--- src/design/psce_pkg.sv ---
// ----------------------------------------------------------------------------
// psce_pkg
// Shared types and constants for the piecewise cubic spline evaluator.
// ----------------------------------------------------------------------------
package psce_pkg;

  localparam int MAX_BREAKPOINTS = 256;
  localparam int BP_AW           = $clog2(MAX_BREAKPOINTS);
  localparam int COEF_DEPTH      = (MAX_BREAKPOINTS - 1) * 4;
  localparam int COEF_AW         = $clog2(COEF_DEPTH);
  localparam int CNT_W           = 9;

  localparam logic [CNT_W-1:0] N_MIN = CNT_W'(2);
  localparam logic [CNT_W-1:0] N_MAX = CNT_W'(MAX_BREAKPOINTS);

  localparam logic [63:0] SAT_MAX = 64'h7FFF_FFFF_FFFF_FFFF;
  localparam logic [63:0] SAT_MIN = 64'h8000_0000_0000_0000;
  localparam logic [95:0] RND_HALF = 96'h8000;

  localparam logic [2:0] REG_BREAKPOINTS_IN_USE = 3'd0;

  typedef enum logic [1:0] {
    CMD_WR_BP   = 2'd0,
    CMD_WR_COEF = 2'd1,
    CMD_EVAL_VAL = 2'd2,
    CMD_EVAL_DER = 2'd3
  } cmd_t;

  typedef struct packed {
    cmd_t               cmd;
    logic [7:0]         table_index;
    logic [1:0]         coefficient_slot;
    logic signed [31:0] position;
    logic signed [63:0] coefficient_value;
  } in_item_t;

  typedef struct packed {
    logic signed [63:0] result_value;
    logic               out_of_range;
    logic               saturated;
  } out_item_t;

  typedef enum logic [3:0] {
    S_IDLE,
    S_FIRST,
    S_LAST,
    S_CMP,
    S_MUL_LO,
    S_MUL_HI,
    S_ADD,
    S_ACC,
    S_DONE
  } state_t;

  typedef struct packed {
    logic accept;
    logic first;
    logic last;
    logic cmp;
    logic mul_lo;
    logic mul_hi;
    logic add;
    logic acc;
    logic out_load;
  } ctl_cmd_t;

  typedef struct packed {
    logic oor;
    logic more_init;
    logic more_cmp;
    logic last_stage;
    logic out_free;
  } dp_stat_t;

endpackage

--- src/design/psce_ctrl.sv ---
// ----------------------------------------------------------------------------
// psce_ctrl
// Sequencer: bounds check, segment search steps, Horner stages, result load.
// ----------------------------------------------------------------------------
module psce_ctrl (
  input  logic                clk,
  input  logic                rst_n,
  input  logic                in_valid,
  input  psce_pkg::cmd_t      in_cmd,
  input  psce_pkg::dp_stat_t  stat,
  output logic                in_ready,
  output psce_pkg::ctl_cmd_t  cmd
);

  psce_pkg::state_t state_r;
  psce_pkg::state_t state_nxt;
  logic             accept;
  logic             is_eval;

  assign in_ready = (state_r == psce_pkg::S_IDLE);
  assign accept   = in_valid && in_ready;
  assign is_eval  = in_cmd inside {psce_pkg::CMD_EVAL_VAL, psce_pkg::CMD_EVAL_DER};

  always_ff @(posedge clk) begin
    if (!rst_n) begin
      state_r <= psce_pkg::S_IDLE;
    end else begin
      state_r <= state_nxt;
    end
  end

  always_comb begin
    state_nxt = state_r;
    case (state_r)
      psce_pkg::S_IDLE: begin
        if (accept && is_eval) state_nxt = psce_pkg::S_FIRST;
      end
      psce_pkg::S_FIRST: state_nxt = psce_pkg::S_LAST;
      psce_pkg::S_LAST: begin
        if (stat.oor)            state_nxt = psce_pkg::S_DONE;
        else if (stat.more_init) state_nxt = psce_pkg::S_CMP;
        else                     state_nxt = psce_pkg::S_MUL_LO;
      end
      psce_pkg::S_CMP: begin
        if (!stat.more_cmp) state_nxt = psce_pkg::S_MUL_LO;
      end
      psce_pkg::S_MUL_LO: state_nxt = psce_pkg::S_MUL_HI;
      psce_pkg::S_MUL_HI: state_nxt = psce_pkg::S_ADD;
      psce_pkg::S_ADD:    state_nxt = psce_pkg::S_ACC;
      psce_pkg::S_ACC: begin
        state_nxt = stat.last_stage ? psce_pkg::S_DONE : psce_pkg::S_MUL_LO;
      end
      psce_pkg::S_DONE: begin
        if (stat.out_free) state_nxt = psce_pkg::S_IDLE;
      end
      default: state_nxt = psce_pkg::S_IDLE;
    endcase
  end

  always_comb begin
    cmd = '0;
    case (state_r)
      psce_pkg::S_IDLE:   cmd.accept   = accept;
      psce_pkg::S_FIRST:  cmd.first    = 1'b1;
      psce_pkg::S_LAST:   cmd.last     = 1'b1;
      psce_pkg::S_CMP:    cmd.cmp      = 1'b1;
      psce_pkg::S_MUL_LO: cmd.mul_lo   = 1'b1;
      psce_pkg::S_MUL_HI: cmd.mul_hi   = 1'b1;
      psce_pkg::S_ADD:    cmd.add      = 1'b1;
      psce_pkg::S_ACC:    cmd.acc      = 1'b1;
      psce_pkg::S_DONE:   cmd.out_load = stat.out_free;
      default:            cmd          = '0;
    endcase
  end

endmodule

--- config.mk ---
export PLATFORM = sky130hd
export DESIGN_NAME = psce_ctrl
export DESIGN_NICKNAME = d
export VERILOG_FILES = /design/src/design/psce_pkg.sv /design/src/design/psce_ctrl.sv
export SDC_FILE = /design/constraint.sdc
export NUM_CORES = 1
export LEC_CHECK = 0
export BUFFER_PORTS_ARGS = -buffer_cell sky130_fd_sc_hd__buf_2
export CAP_MARGIN = 10
export CORE_AREA = 5 5 42 44
export DETAILED_ROUTE_END_ITERATION = 8
export DIE_AREA = 0 0 47 49
export PLACE_DENSITY = 0.55
export SLEW_MARGIN = 15
export SYNTH_ARGS = -nofsm -noshare
export SYNTH_HDL_FRONTEND = slang
export SYNTH_SLANG_ARGS = --single-unit
--- constraint.sdc ---
create_clock -name clk -period 4.1 [get_ports clk]
set_input_delay 0.205 -clock clk [delete_from_list [all_inputs] [get_ports clk]]
set_output_delay 0.205 -clock clk [all_outputs]
set_load 0.05 [all_outputs]
---- After elaboration in Yosys (flattened, before gate mapping) ----
Cells that the tools add are included.
W data, S select, Z words.
storage, ports and cells
  bits in registers ....................... 4
  bits of input ports ..................... 10
  output and inout port bits .............. 10
  logic and storage cells ................. 35
operators by class
  equality and inequality tests ........... 13
  muxes and demuxes ....................... 16
  reductions and logical operators ........ 5
operator list
  kind                  number
  $pmux W4 S9           1
  $mux W4               5
  $eq A4 B3 Y1 const B  4
  $mux W1               9
  $eq A4 B2 Y1 const B  2
  $eq A2 B2 Y1 const B  2
  $eq A4 B1 Y1 const B  1
  $eq A4 B4 Y1 const B  1
  $logic_not A4 Y1      1
  $ne A2 B2 Y1 const B  2
  $mux W3               1
  $reduce_and A3 Y1     1
  $logic_and A1 B1 Y1   2
  $ne A2 B1 Y1 const B  1
  $reduce_bool A2 Y1    1

---- Depth between registers and ports, before layout ----
  word-level depth ........................ 5
  gate-level depth with buffers ........... 4
  mapped depth without buffers ............ 3

---- Worst setup path before layout ----
No wires, ideal clock.
  path kind ............................... register -> output
  from .................................... register state_r[2]
  to ...................................... output port cmd[8] (netlist bit)
  arrival ................................. 2.204 ns
  slack ................................... 1.691 ns
  cell stages (with the launch flop) ...... 4
  cells stage by stage .................... dfxtp_1 -> or2_1 -> nor3_1 -> and2_1
RTL lines
  what                    RTL line         RTL
  start, declared         psce_ctrl.sv:15  psce_pkg::state_t state_r;
  start signal, assigned  psce_ctrl.sv:26  state_r <= psce_pkg::S_IDLE;
  start signal, assigned  psce_ctrl.sv:28  state_r <= state_nxt;
  end, declared           psce_ctrl.sv:12  output psce_pkg::ctl_cmd_t cmd

==> results.toml <==
[outcome]
outcome = "complete, no violations"

[timing]
setup_viol = 0
rsz0062_at_grt = "false"
post-route-min-period_ns = 1.74
worst_pin_slew_ns = 0.381
post-route-period-util_pct = 42.4
clock.fmax_mhz = 575
drv_slew = 0
finClkSkew_ns = 0.00272
hold_viol = 0
slew_headroom_pct = 74.6
final.setup.tns_ns = 0

[placement]
dp_hpwl_microns = 715
gp_congestion = 0.740
port_buffers = 18

[finish]
reg_top3 = "state_r (4)"
regMostFlops = "state_r"
fin_nets = 76
synthToLayoutAreaGrowth_pct = 33.9
largest_register_ffs = 4
diodes = 0
fillers = 169
drive_above_1_share_pct = 40.6

[floorplanning]
fp.dieH_microns = 49
num_io_pins = 20
rows = 14
initial_utilization_pct = 24.7
die_area_sq_mm = 0.00230
die_w_microns = 47
coreArea_sq_mm = 0.00140

[power]
p_leak_nw = 0.214
power.density_mw_per_mm2 = 356
total_power_mw = 0.165
ir_drop_v = 0.000183

[worst_hold_path]
hp-class = "in2reg"

[clock_tree]
postCtsSetupRepairBufs = 0
htree_levels = 1
cts_sinks = 4
cts-buffers-inserted = 3
clkTransAtPathRegs_ns = 0.04
clk_path_buf_depth = 2
ctsResizeCount = 0
cts-root-buf = "clkbuf_4"
cts_hold_buffers = 0
cts_tree = "yes"
clk_latency_ns = 0.23

[synth]
synth_fp_nets = 56
synth_top_area_share_pct = 23.1
yosysTopAreaCell = "dfxtp_1"
synth_area_leaders = "dfxtp_1 23%, nor3_1 8.7%, nand2b_1 5.4%"
synth-edff-count = 0
synthMuxAreaShare_pct = 2.89
syn_area_sq_um = 347
yosys.area_share.simple_pct = 50.2
yosysWarnings = 0
async_flop_share_pct = 0
synth_seq_cells = 4
syn_area_per_cell_sq_um = 7.53
synth_compound_area_share_pct = 17.3
yosys_most_used_dff = "dfxtp_1"
synth_top_cells_by_count = "6 x nor3_1, 4 x dfxtp_1, 4 x nor2_1"
ys_types = 26
synth_most_common_cell = "nor3_1"
yosysSeqAreaShare_pct = 23.1
synthCells = 46
synthAdderAreaFrac_pct = 0
synth_xor_area_share_pct = 0
synth_top_family_by_area = "simple AND/OR/NAND/NOR gates"

[critical_path]
crit_path_start_kind = "flip-flop"
worst-setup-path-type = "reg2out"
crit_path_max_fanout = 13
worstPathRequired_ns = 3.89
critPathArrivalTime_ns = 1.54
endpoint_kind = "primary output"
r2r_slack_ns = 2.48

[route]
wirelength_met1_microns = 407
route.met3.wl_microns = 52
first_iter_violations = 5
drc = 0
ant_nets = 0
wirelength_microns = 884
highest_layer = "met4"
via_per_inst = 4.74
wire_per_inst_microns = 11.1
firstDrtPassIters = 3
vias = 379
met2_length_microns = 412

[global_routing]
grt_pass1_wl_microns = 1550
grt_pass1_vias = 360
grt_remaining_overflow = 0
grt_max_degree = 14
gr-usage-all-layers_pct = 8.94
antenna_found_initial = 0

[run]
drv_cap = 0
-- final cells by class --
class                      count  area [sq um]  area share [%]
timing repair buffer          18          90.1            19.4
sequential                     4          80.1            17.3
clock buffer                   3          22.5            4.85
multi-input combinational     37           244            52.6
inverter                       2          7.51            1.62
tap                           16          20.0            4.31
-- cells by family after synthesis --
family	Yosys count
simple gates	28
compound gates	8
buf+inv	5
flops	4
mux	1
-- worst paths after layout --
kind	startpoint	endpoint	depth (start not counted)
setup / recovery	state_r[2]	cmd[8]	4
hold / removal	rst_n	state_r[3]	3
hold reg to reg	state_r[3]	state_r[3]	2
setup reg to reg	state_r[1]	state_r[2]	3
-- through the flow --
stage	hold WS (ns)	setup WS (ns)	std cells	util, %	cell area, sq um
2_1_floorplan	0.346	1.69	46	-	347
3_3_place_gp	0.504	2.46	77	31.5	442
3_5_place_dp	0.492	2.47	77	31.5	442
4_1_cts	0.245	2.35	80	33.1	464
5_1_grt	0.245	2.26	80	33.1	464
6_report	0.244	2.36	80	33.1	464
-- critical path: stages (launching register included) --
cell,delay [ns]
dfxtp_1,0.40
or2_1,0.30
nor3_1,0.20
and2_1,0.15
buf_2,0.25
-- cell usage in the layout (no fill, tap or decap), drive strengths merged, types with 2 or more instances in the layout --
| master | count |
|---|---|
| buf | 18 |
| clkbuf | 3 |
| dfxtp | 4 |
| inv | 2 |
| nand2 | 3 |
| nand2b | 5 |
| nor2 | 4 |
| nor2b | 3 |
| nor3 | 6 |
| o21ai | 2 |
-- layer usage --
| layer | global-route usage [%] | up-vias |
|---|---|---|
| met3 | 4.06 | 2 |
| met2 | 12.4 | 9 |
| li1 | - | 203 |
| met1 | 11.4 | 165 |
| met5 | 0 | - |
| met4 | 4.15 | 0 |
-- where the power goes --
group / internal (mW) / leakage [nW] / total, mW / switching [mW]
sequential: 0.0424 / 0.0326 / 0.0513 / 0.00886
clock: 0.0327 / 0.0138 / 0.0480 / 0.0153
combinational: 0.0207 / 0.168 / 0.0661 / 0.0455
Power figures use the tool's default switching activity.
